**src/hdl/catmull_rom_spline_eval_assert.svh**
```systemverilog
// ----------------------------------------------------------------------------
// Catmull-Rom spline evaluator: assertion macros
// Shared concurrent assertion forms, clocked on clk and disabled during reset.
// ----------------------------------------------------------------------------
`ifndef CATMULL_ROM_SPLINE_EVAL_ASSERT_SVH
`define CATMULL_ROM_SPLINE_EVAL_ASSERT_SVH

// The consequent must hold in the same cycle as the antecedent.
`define CRS_ASSERT_IMP(name, ante, cons) \
    name: assert property (@(posedge clk) disable iff (!rst_n) (ante) |-> (cons)) \
        else $error("spline evaluator: same-cycle check failed");

// The consequent must hold in the cycle after the antecedent.
`define CRS_ASSERT_NXT(name, ante, cons) \
    name: assert property (@(posedge clk) disable iff (!rst_n) (ante) |=> (cons)) \
        else $error("spline evaluator: next-cycle check failed");

`endif

```
**src/hdl/crs_ram.sv**
```systemverilog
// ----------------------------------------------------------------------------
// Generic single-port RAM
// One read or write per enabled cycle, registered read data.
// ----------------------------------------------------------------------------
module crs_ram #(
    parameter int WIDTH = 8,
    parameter int DEPTH = 16
) (
    input  logic                     clk,
    input  logic                     en,
    input  logic                     we,
    input  logic [$clog2(DEPTH)-1:0] addr,
    input  logic [WIDTH-1:0]         wdata,
    output logic [WIDTH-1:0]         rdata
);

    logic [WIDTH-1:0] mem [DEPTH];

    // Write or registered read at one address
    always_ff @(posedge clk)
    begin
        if (en)
        begin
            if (we)
            begin
                mem[addr] <= wdata;
            end
            else
            begin
                rdata <= mem[addr];
            end
        end
    end

endmodule

```
**config.mk**
```make
export PLATFORM = sky130hd
export DESIGN_NAME = crs_ram
export DESIGN_NICKNAME = d
export VERILOG_FILES = /design/src/hdl/catmull_rom_spline_eval_assert.svh /design/src/hdl/crs_ram.sv
export SDC_FILE = /design/constraint.sdc
export NUM_CORES = 1
export LEC_CHECK = 0
export ABC_CLOCK_PERIOD_IN_PS = 5900
export BUFFER_PORTS_ARGS = -buffer_cell sky130_fd_sc_hd__buf_2
export CAP_MARGIN = 20
export CELL_PAD_IN_SITES_DETAIL_PLACEMENT = 0
export CELL_PAD_IN_SITES_GLOBAL_PLACEMENT = 2
export CORE_MARGIN = 2
export CORE_UTILIZATION = 52
export CTS_BUF_LIST = sky130_fd_sc_hd__clkbuf_16
export CTS_CLUSTER_SIZE = 20
export DETAILED_ROUTE_END_ITERATION = 6
export PLACE_DENSITY = 0.84
export SYNTH_ARGS = -nofsm -noshare
export SYNTH_HDL_FRONTEND = slang
export SYNTH_SLANG_ARGS = --single-unit
```
**constraint.sdc**
```tcl
create_clock -name clk -period 5.9 [get_ports clk]
set_input_delay 1.18 -clock clk [delete_from_list [all_inputs] [get_ports clk]]
set_output_delay 1.18 -clock clk [all_outputs]
set_load 0.1 [all_outputs]
```
==> impl_metrics.ini, run 1 <==
[floorplanning]
start_util_pct = 53.6
rows = 36
die_x_microns = 104
fp.coreArea_sq_um = 9770
ios = 23
fp.dieH_microns = 104
dieArea_sq_um = 10900

[logic_synthesis]
synth_top_area_cell = edfxtp_1
synthTopCellsByArea = edfxtp_1 (78%), mux4_1 (8.0%), mux4_2 (6.9%)
ys_seq_area_share_pct = 78.0
ys_types = 18
ys_seq_elements = 136
synth_nets = 249
synth_warnings = 0
syn_area_sq_um = 5240
synth_top_area_share_pct = 78.0
syn_inst = 234
synth.avg_cell_area_sq_um = 22.4

[sta]
slew_viol_final = 0
fmax_mhz = 336
timing.setup.tns_ps = 0
slew_headroom_pct = 41.3
finalHoldViolCount = 0
final.setup.worst_slack_ps = 2920
worst_pin_slew_ps = 877
worst_clock_skew_ps = 18.1
period_share_pct = 50.5
fin_crit_ps = 2980
fin_hold_ws_ps = 739
rsz0062_at_grt = false
finalSetupViolCount = 0

[power]
power.share.clock_pct = 47.5
p_per_area_nw_per_um2 = 371
pwr-share-seq_pct = 47.9
peakVddDrop_v = 0.000214
pwr-share-comb_pct = 4.6
p_sw_mw = 0.446
fin_total_pwr_mw = 2.26
p_leak_nw = 2.02
p_int_mw = 1.81
swShare_pct = 19.8

[finish]
nFillCells = 697
drive_gt1_share_pct = 25.4
postLayoutCoreUtil_pct = 62.2
syn_to_final_growth_pct = 16.1
antenna_cells = 0
nets = 282

[global_routing]
overflow = 0
antenna_found_initial = 0
grt_pass1_wl_microns = 14700
grt_use_total_pct = 19.2
grt_pass1_vias = 2487
grt_max_degree = 37

[clock_network]
root_buffer = clkbuf_16
clkLatencyLatePin_ps = 410
cts_tree = yes
cts_resized = 0
clkTransAtPathRegs_ps = 50
post_cts_buffers = 0
cts_buffer_depth = 2
postCtsHoldBufs = 0
clock_sinks = 136
h-tree-depth = 4
numCtsBuffers = 17

[setup_path]
max_stage_delay_ps = 680
r2r_slack_ps = 4320
cp_cell_sequence = buf_2 -> buf_4 -> nand4b_1 -> nor2_1
cp_max_fo = 20
cp.buffers_inverters = 2
endpoint_kind = flip-flop
critPathTopFamily = simple AND/OR/NAND/NOR gates
reg2reg_depth = 3
r2r-end = rdata[6]$_DFFE_PP_
required_ps = 5920
r2r_start = mem[9][6]$_DFFE_PP_
crit_slowest_cell = nor2_1
crit_arrival_ps = 3000
critPathKind = primary input to flip-flop
crit_path_start_kind = primary input

[status]
outcome = finished clean

[worst_hold_path]
min_to = rdata[4]$_DFFE_PP_
hold_depth = 3
hp-start = mem[15][4]$_DFFE_PP_
hold_class = flip-flop to flip-flop

[detailed_routing]
drtPass1Iterations = 4
vias = 2401
ant_nets = 0
vias_per_cell = 5.81
wire_per_inst_microns = 24.0
route.detailed.drc = 0
drt-total-wl_microns = 9910
drtIter0Drc = 126

[placed_design]
dp_slack_ps = 2170
dp_hpwl_microns = 6080
routabilityCongestion = 0.753
portBuffers = 22

[run]
maxCapViolCount = 0
==> per-stage QoR <==
stage / std cells / cell area, sq um
final: 413 / 6080
after global routing: 413 / 6080
after CTS: 412 / 6070
after detailed placement: 380 / 5470
after global placement: 377 / 5440
after floorplan: 234 / 5240
==> power by group through the flow <==
stage	logic, mW	clock network [mW]	registers (mW)
after detailed placement	0.104	0	1.10
after global placement	0.101	0	1.10
final	0.103	1.07	1.08
after global routing	0.110	1.13	1.08
after CTS	0.104	1.08	1.08
after floorplan	0.0517	0	1.12
==> how the worst max path moves through the flow <==
stage                        from              endpoint  slack [ps]  cells past startpoint
after floorplan           addr[0]   mem[0][0]$_DFFE_PP_        3000                      4
after global placement    addr[0]   mem[3][1]$_DFFE_PP_        2190                      4
after detailed placement  addr[0]   mem[1][7]$_DFFE_PP_        2170                      4
after CTS                 addr[0]   mem[1][7]$_DFFE_PP_        2550                      4
after global routing      addr[0]   mem[9][2]$_DFFE_PP_        2730                      4
final                     addr[0]  mem[13][3]$_DFFE_PP_        2920                      4
==> flip-flops by register name (all words and copies together) (netlist names) <==
name and flops:
rdata 8, mem 128
==> Yosys cell counts, drive strengths merged <==
cell	instances
nor2b	3
a22oi	16
nand2b	2
nand2	10
nor3	4
clkbuf	5
edfxtp	136
and2	1
buf	8
or3	1
nor2	13
nand4b	2
mux4	32
nand4	1
==> kinds of logic after synthesis <==
| family | synth area share [%] |
|---|---|
| flops | 78.0 |
| simple gates | 3.32 |
| mux | 14.9 |
| compound gates | 2.29 |
| buf+inv | 1.50 |
==> worst register-to-register path, stage by stage, from the launching register on <==
cell	delay, ps
edfxtp_1	370
mux4_1	560
a22oi_1	300
nand2_1	80
==> area by class of cell <==
class	instances	area, sq um	area share [%]
clock buffer	17	425	7.00
clock inverter	15	184	3.03
multi-input combinational	85	1070	17.7
sequential	136	4080	67.2
tap	133	166	2.74
timing repair buffer	27	145	2.39
==> routing by layer <==
layer  routed length, microns  global-route usage [%]  part of all wire (%)
met5                        0                       0                     0
met3                      688                    5.70                   6.9
met4                       40                    5.50                  0.40
met2                     4990                    29.4                    50
met1                     4190                    27.2                    42
==> placed cells by master, fill, tap and decap left out, types with 2 or more instances in the layout <==
master	count
nor3_1	4
edfxtp_1	136
nor2_1	13
a22oi_1	16
clkbuf_16	17
mux4_1	16
nand4b_1	2
buf_4	4
clkinv_4	2
nand2_1	10
nand2b_1	2
clkinv_1	3
clkinv_2	3
nor2b_1	3
mux4_2	16
buf_2	23
bufinv_16	4
Power figures use the tool's default switching activity.
==> run 2: changes to the inputs <==
--- a/config.mk
+++ b/config.mk
@@ -5,17 +5,17 @@
 export SDC_FILE = /design/constraint.sdc
 export NUM_CORES = 1
 export LEC_CHECK = 0
-export ABC_CLOCK_PERIOD_IN_PS = 5900
+export ABC_CLOCK_PERIOD_IN_PS = 2700
 export BUFFER_PORTS_ARGS = -buffer_cell sky130_fd_sc_hd__buf_2
 export CAP_MARGIN = 20
 export CELL_PAD_IN_SITES_DETAIL_PLACEMENT = 0
 export CELL_PAD_IN_SITES_GLOBAL_PLACEMENT = 2
 export CORE_MARGIN = 2
-export CORE_UTILIZATION = 52
+export CORE_UTILIZATION = 44
 export CTS_BUF_LIST = sky130_fd_sc_hd__clkbuf_16
 export CTS_CLUSTER_SIZE = 20
 export DETAILED_ROUTE_END_ITERATION = 6
-export PLACE_DENSITY = 0.84
+export PLACE_DENSITY = 0.76
 export SYNTH_ARGS = -nofsm -noshare
 export SYNTH_HDL_FRONTEND = slang
 export SYNTH_SLANG_ARGS = --single-unit
==> constraint.sdc (replaced) <==
create_clock -name clk -period 2.7 [get_ports clk]
set_input_delay 0.54 -clock clk [delete_from_list [all_inputs] [get_ports clk]]
set_output_delay 0.54 -clock clk [all_outputs]
set_load 0.1 [all_outputs]
==> impl_metrics.ini, run 2 (synthesized netlist as in run 1, its figures left out) <==
[setup_path]
endpoint_kind = flip-flop
reg2reg_depth = 3
crit_arrival_ps = 1970
crit_path_start_kind = primary input
cp_max_fo = 36
critPathKind = primary input to flip-flop
required_ps = 2850

[sta]
slew_viol_final = 0
timing.setup.tns_ps = 0
worst_pin_slew_ps = 937
finalSetupViolCount = 0
period_share_pct = 67.3
finalHoldViolCount = 0
rsz0062_at_grt = false
fin_crit_ps = 1820
slew_headroom_pct = 37.4
worst_clock_skew_ps = 6.63
fin_hold_ws_ps = 538
fmax_mhz = 551

[detailed_routing]
drtIter0Drc = 254
wire_per_inst_microns = 24.0
vias_per_cell = 5.68
ant_nets = 0
vias = 2487
route.detailed.drc = 4
drtPass1Iterations = 7
drt-total-wl_microns = 10500

[power]
p_leak_nw = 2.11
p_per_area_nw_per_um2 = 790
p_int_mw = 3.95
peakVddDrop_v = 0.000446
pwr-share-seq_pct = 48.2
p_sw_mw = 0.957
pwr-share-comb_pct = 4.8
swShare_pct = 19.5
power.share.clock_pct = 47.0

[clock_network]
clkTransAtPathRegs_ps = 50
clkLatencyLatePin_ps = 410
cts_buffer_depth = 2
root_buffer = clkbuf_16
h-tree-depth = 4
post_cts_buffers = 0
numCtsBuffers = 17
cts_tree = yes
cts_resized = 0
postCtsHoldBufs = 0
clock_sinks = 136

[placed_design]
portBuffers = 22
routabilityCongestion = 0.734
placed_cells = 407
dp_hpwl_microns = 6660

[finish]
reg_top3 = mem x128, rdata x8
nets = 298
syn_to_final_growth_pct = 18.6
fin_cells = 438
largest_register = mem
nFillCells = 863
largest_register_ff_count = 128
final_common_cell = edfxtp_1
layout_common_cells = edfxtp_1 (136), buf_2 (22), buf_4 (20)
drive_gt1_share_pct = 28.8
antenna_cells = 0

[worst_hold_path]
hold_class = primary input to flip-flop
hold_depth = 1

[floorplanning]
dieArea_sq_um = 12800
fp.dieH_microns = 113
fp.coreArea_sq_um = 11500
start_util_pct = 45.5
rows = 39
die_x_microns = 113
ios = 23

[global_routing]
antenna_found_initial = 0
grt_pass1_vias = 2496
grt_use_total_pct = 17.9
grt_pass1_wl_microns = 15800
overflow = 0
grt_max_degree = 37

[run]
maxCapViolCount = 0

[status]
violations = design-rule violations
outcome = finished with violations
==> run 2: cell count changes in the layout (fill, tap and decap cells not counted), sizes merged <==
cell    delta
clkinv     -2
inv        +1
buf       +16
==> run 2: layout make-up <==
cell class | count | area (sq um) | area share, %
Timing Repair Buffer | 43 | 280 | 4.51
Sequential cell | 136 | 4080 | 65.8
Clock inverter | 14 | 166 | 2.68
Clock buffer | 17 | 425 | 6.85
Multi-Input combinational cell | 85 | 1070 | 17.3
Tap cell | 143 | 179 | 2.88
==> run 2: critical path, cell delays in order <==
cell and delay (ps):
buf_2 100, buf_12 270, mux4_1 660, a22oi_1 300
nand2_1 80
==> run 2: final timing paths <==
path | start | to | slack (ps)
worst min register to register | mem[14][2]$_DFFE_PP_ | rdata[2]$_DFFE_PP_ | 750
worst max register to register | mem[8][3]$_DFFE_PP_ | rdata[3]$_DFFE_PP_ | 1140
worst max-delay path | addr[0] | rdata[1]$_DFFE_PP_ | 880
worst min-delay path | wdata[0] | mem[11][0]$_DFFE_PP_ | 540
==> run 2: per-layer routing <==
layer	track usage, %	vias to the layer above	wire (microns)
li1	-	1095	-
met1	25.9	1274	4610
met2	26.3	113	4900
met3	5.30	5	923
met4	6.42	0	74
met5	0	-	0
==> run 2: power by group through the flow <==
| stage | Combinational [mW] | Clock, mW | Sequential (mW) |
|---|---|---|---|
| floorplan | 0.113 | 0 | 2.44 |
| detailed placement | 0.241 | 0 | 2.41 |
| finish | 0.238 | 2.31 | 2.36 |
| CTS | 0.242 | 2.33 | 2.36 |
| global route | 0.255 | 2.44 | 2.36 |
| global placement | 0.236 | 0 | 2.41 |
==> run 2: through the flow <==
stage | power, mW | setup WS, ps | utilization, % | cell area (sq um)
floorplan | 2.56 | 438 | - | 5240
finish | 4.91 | 884 | 53.9 | 6210
CTS | 4.94 | 853 | 53.9 | 6210
global placement | 2.64 | 450 | 48.8 | 5620
detailed placement | 2.65 | 426 | 48.8 | 5620
global route | 5.05 | 818 | 53.9 | 6210
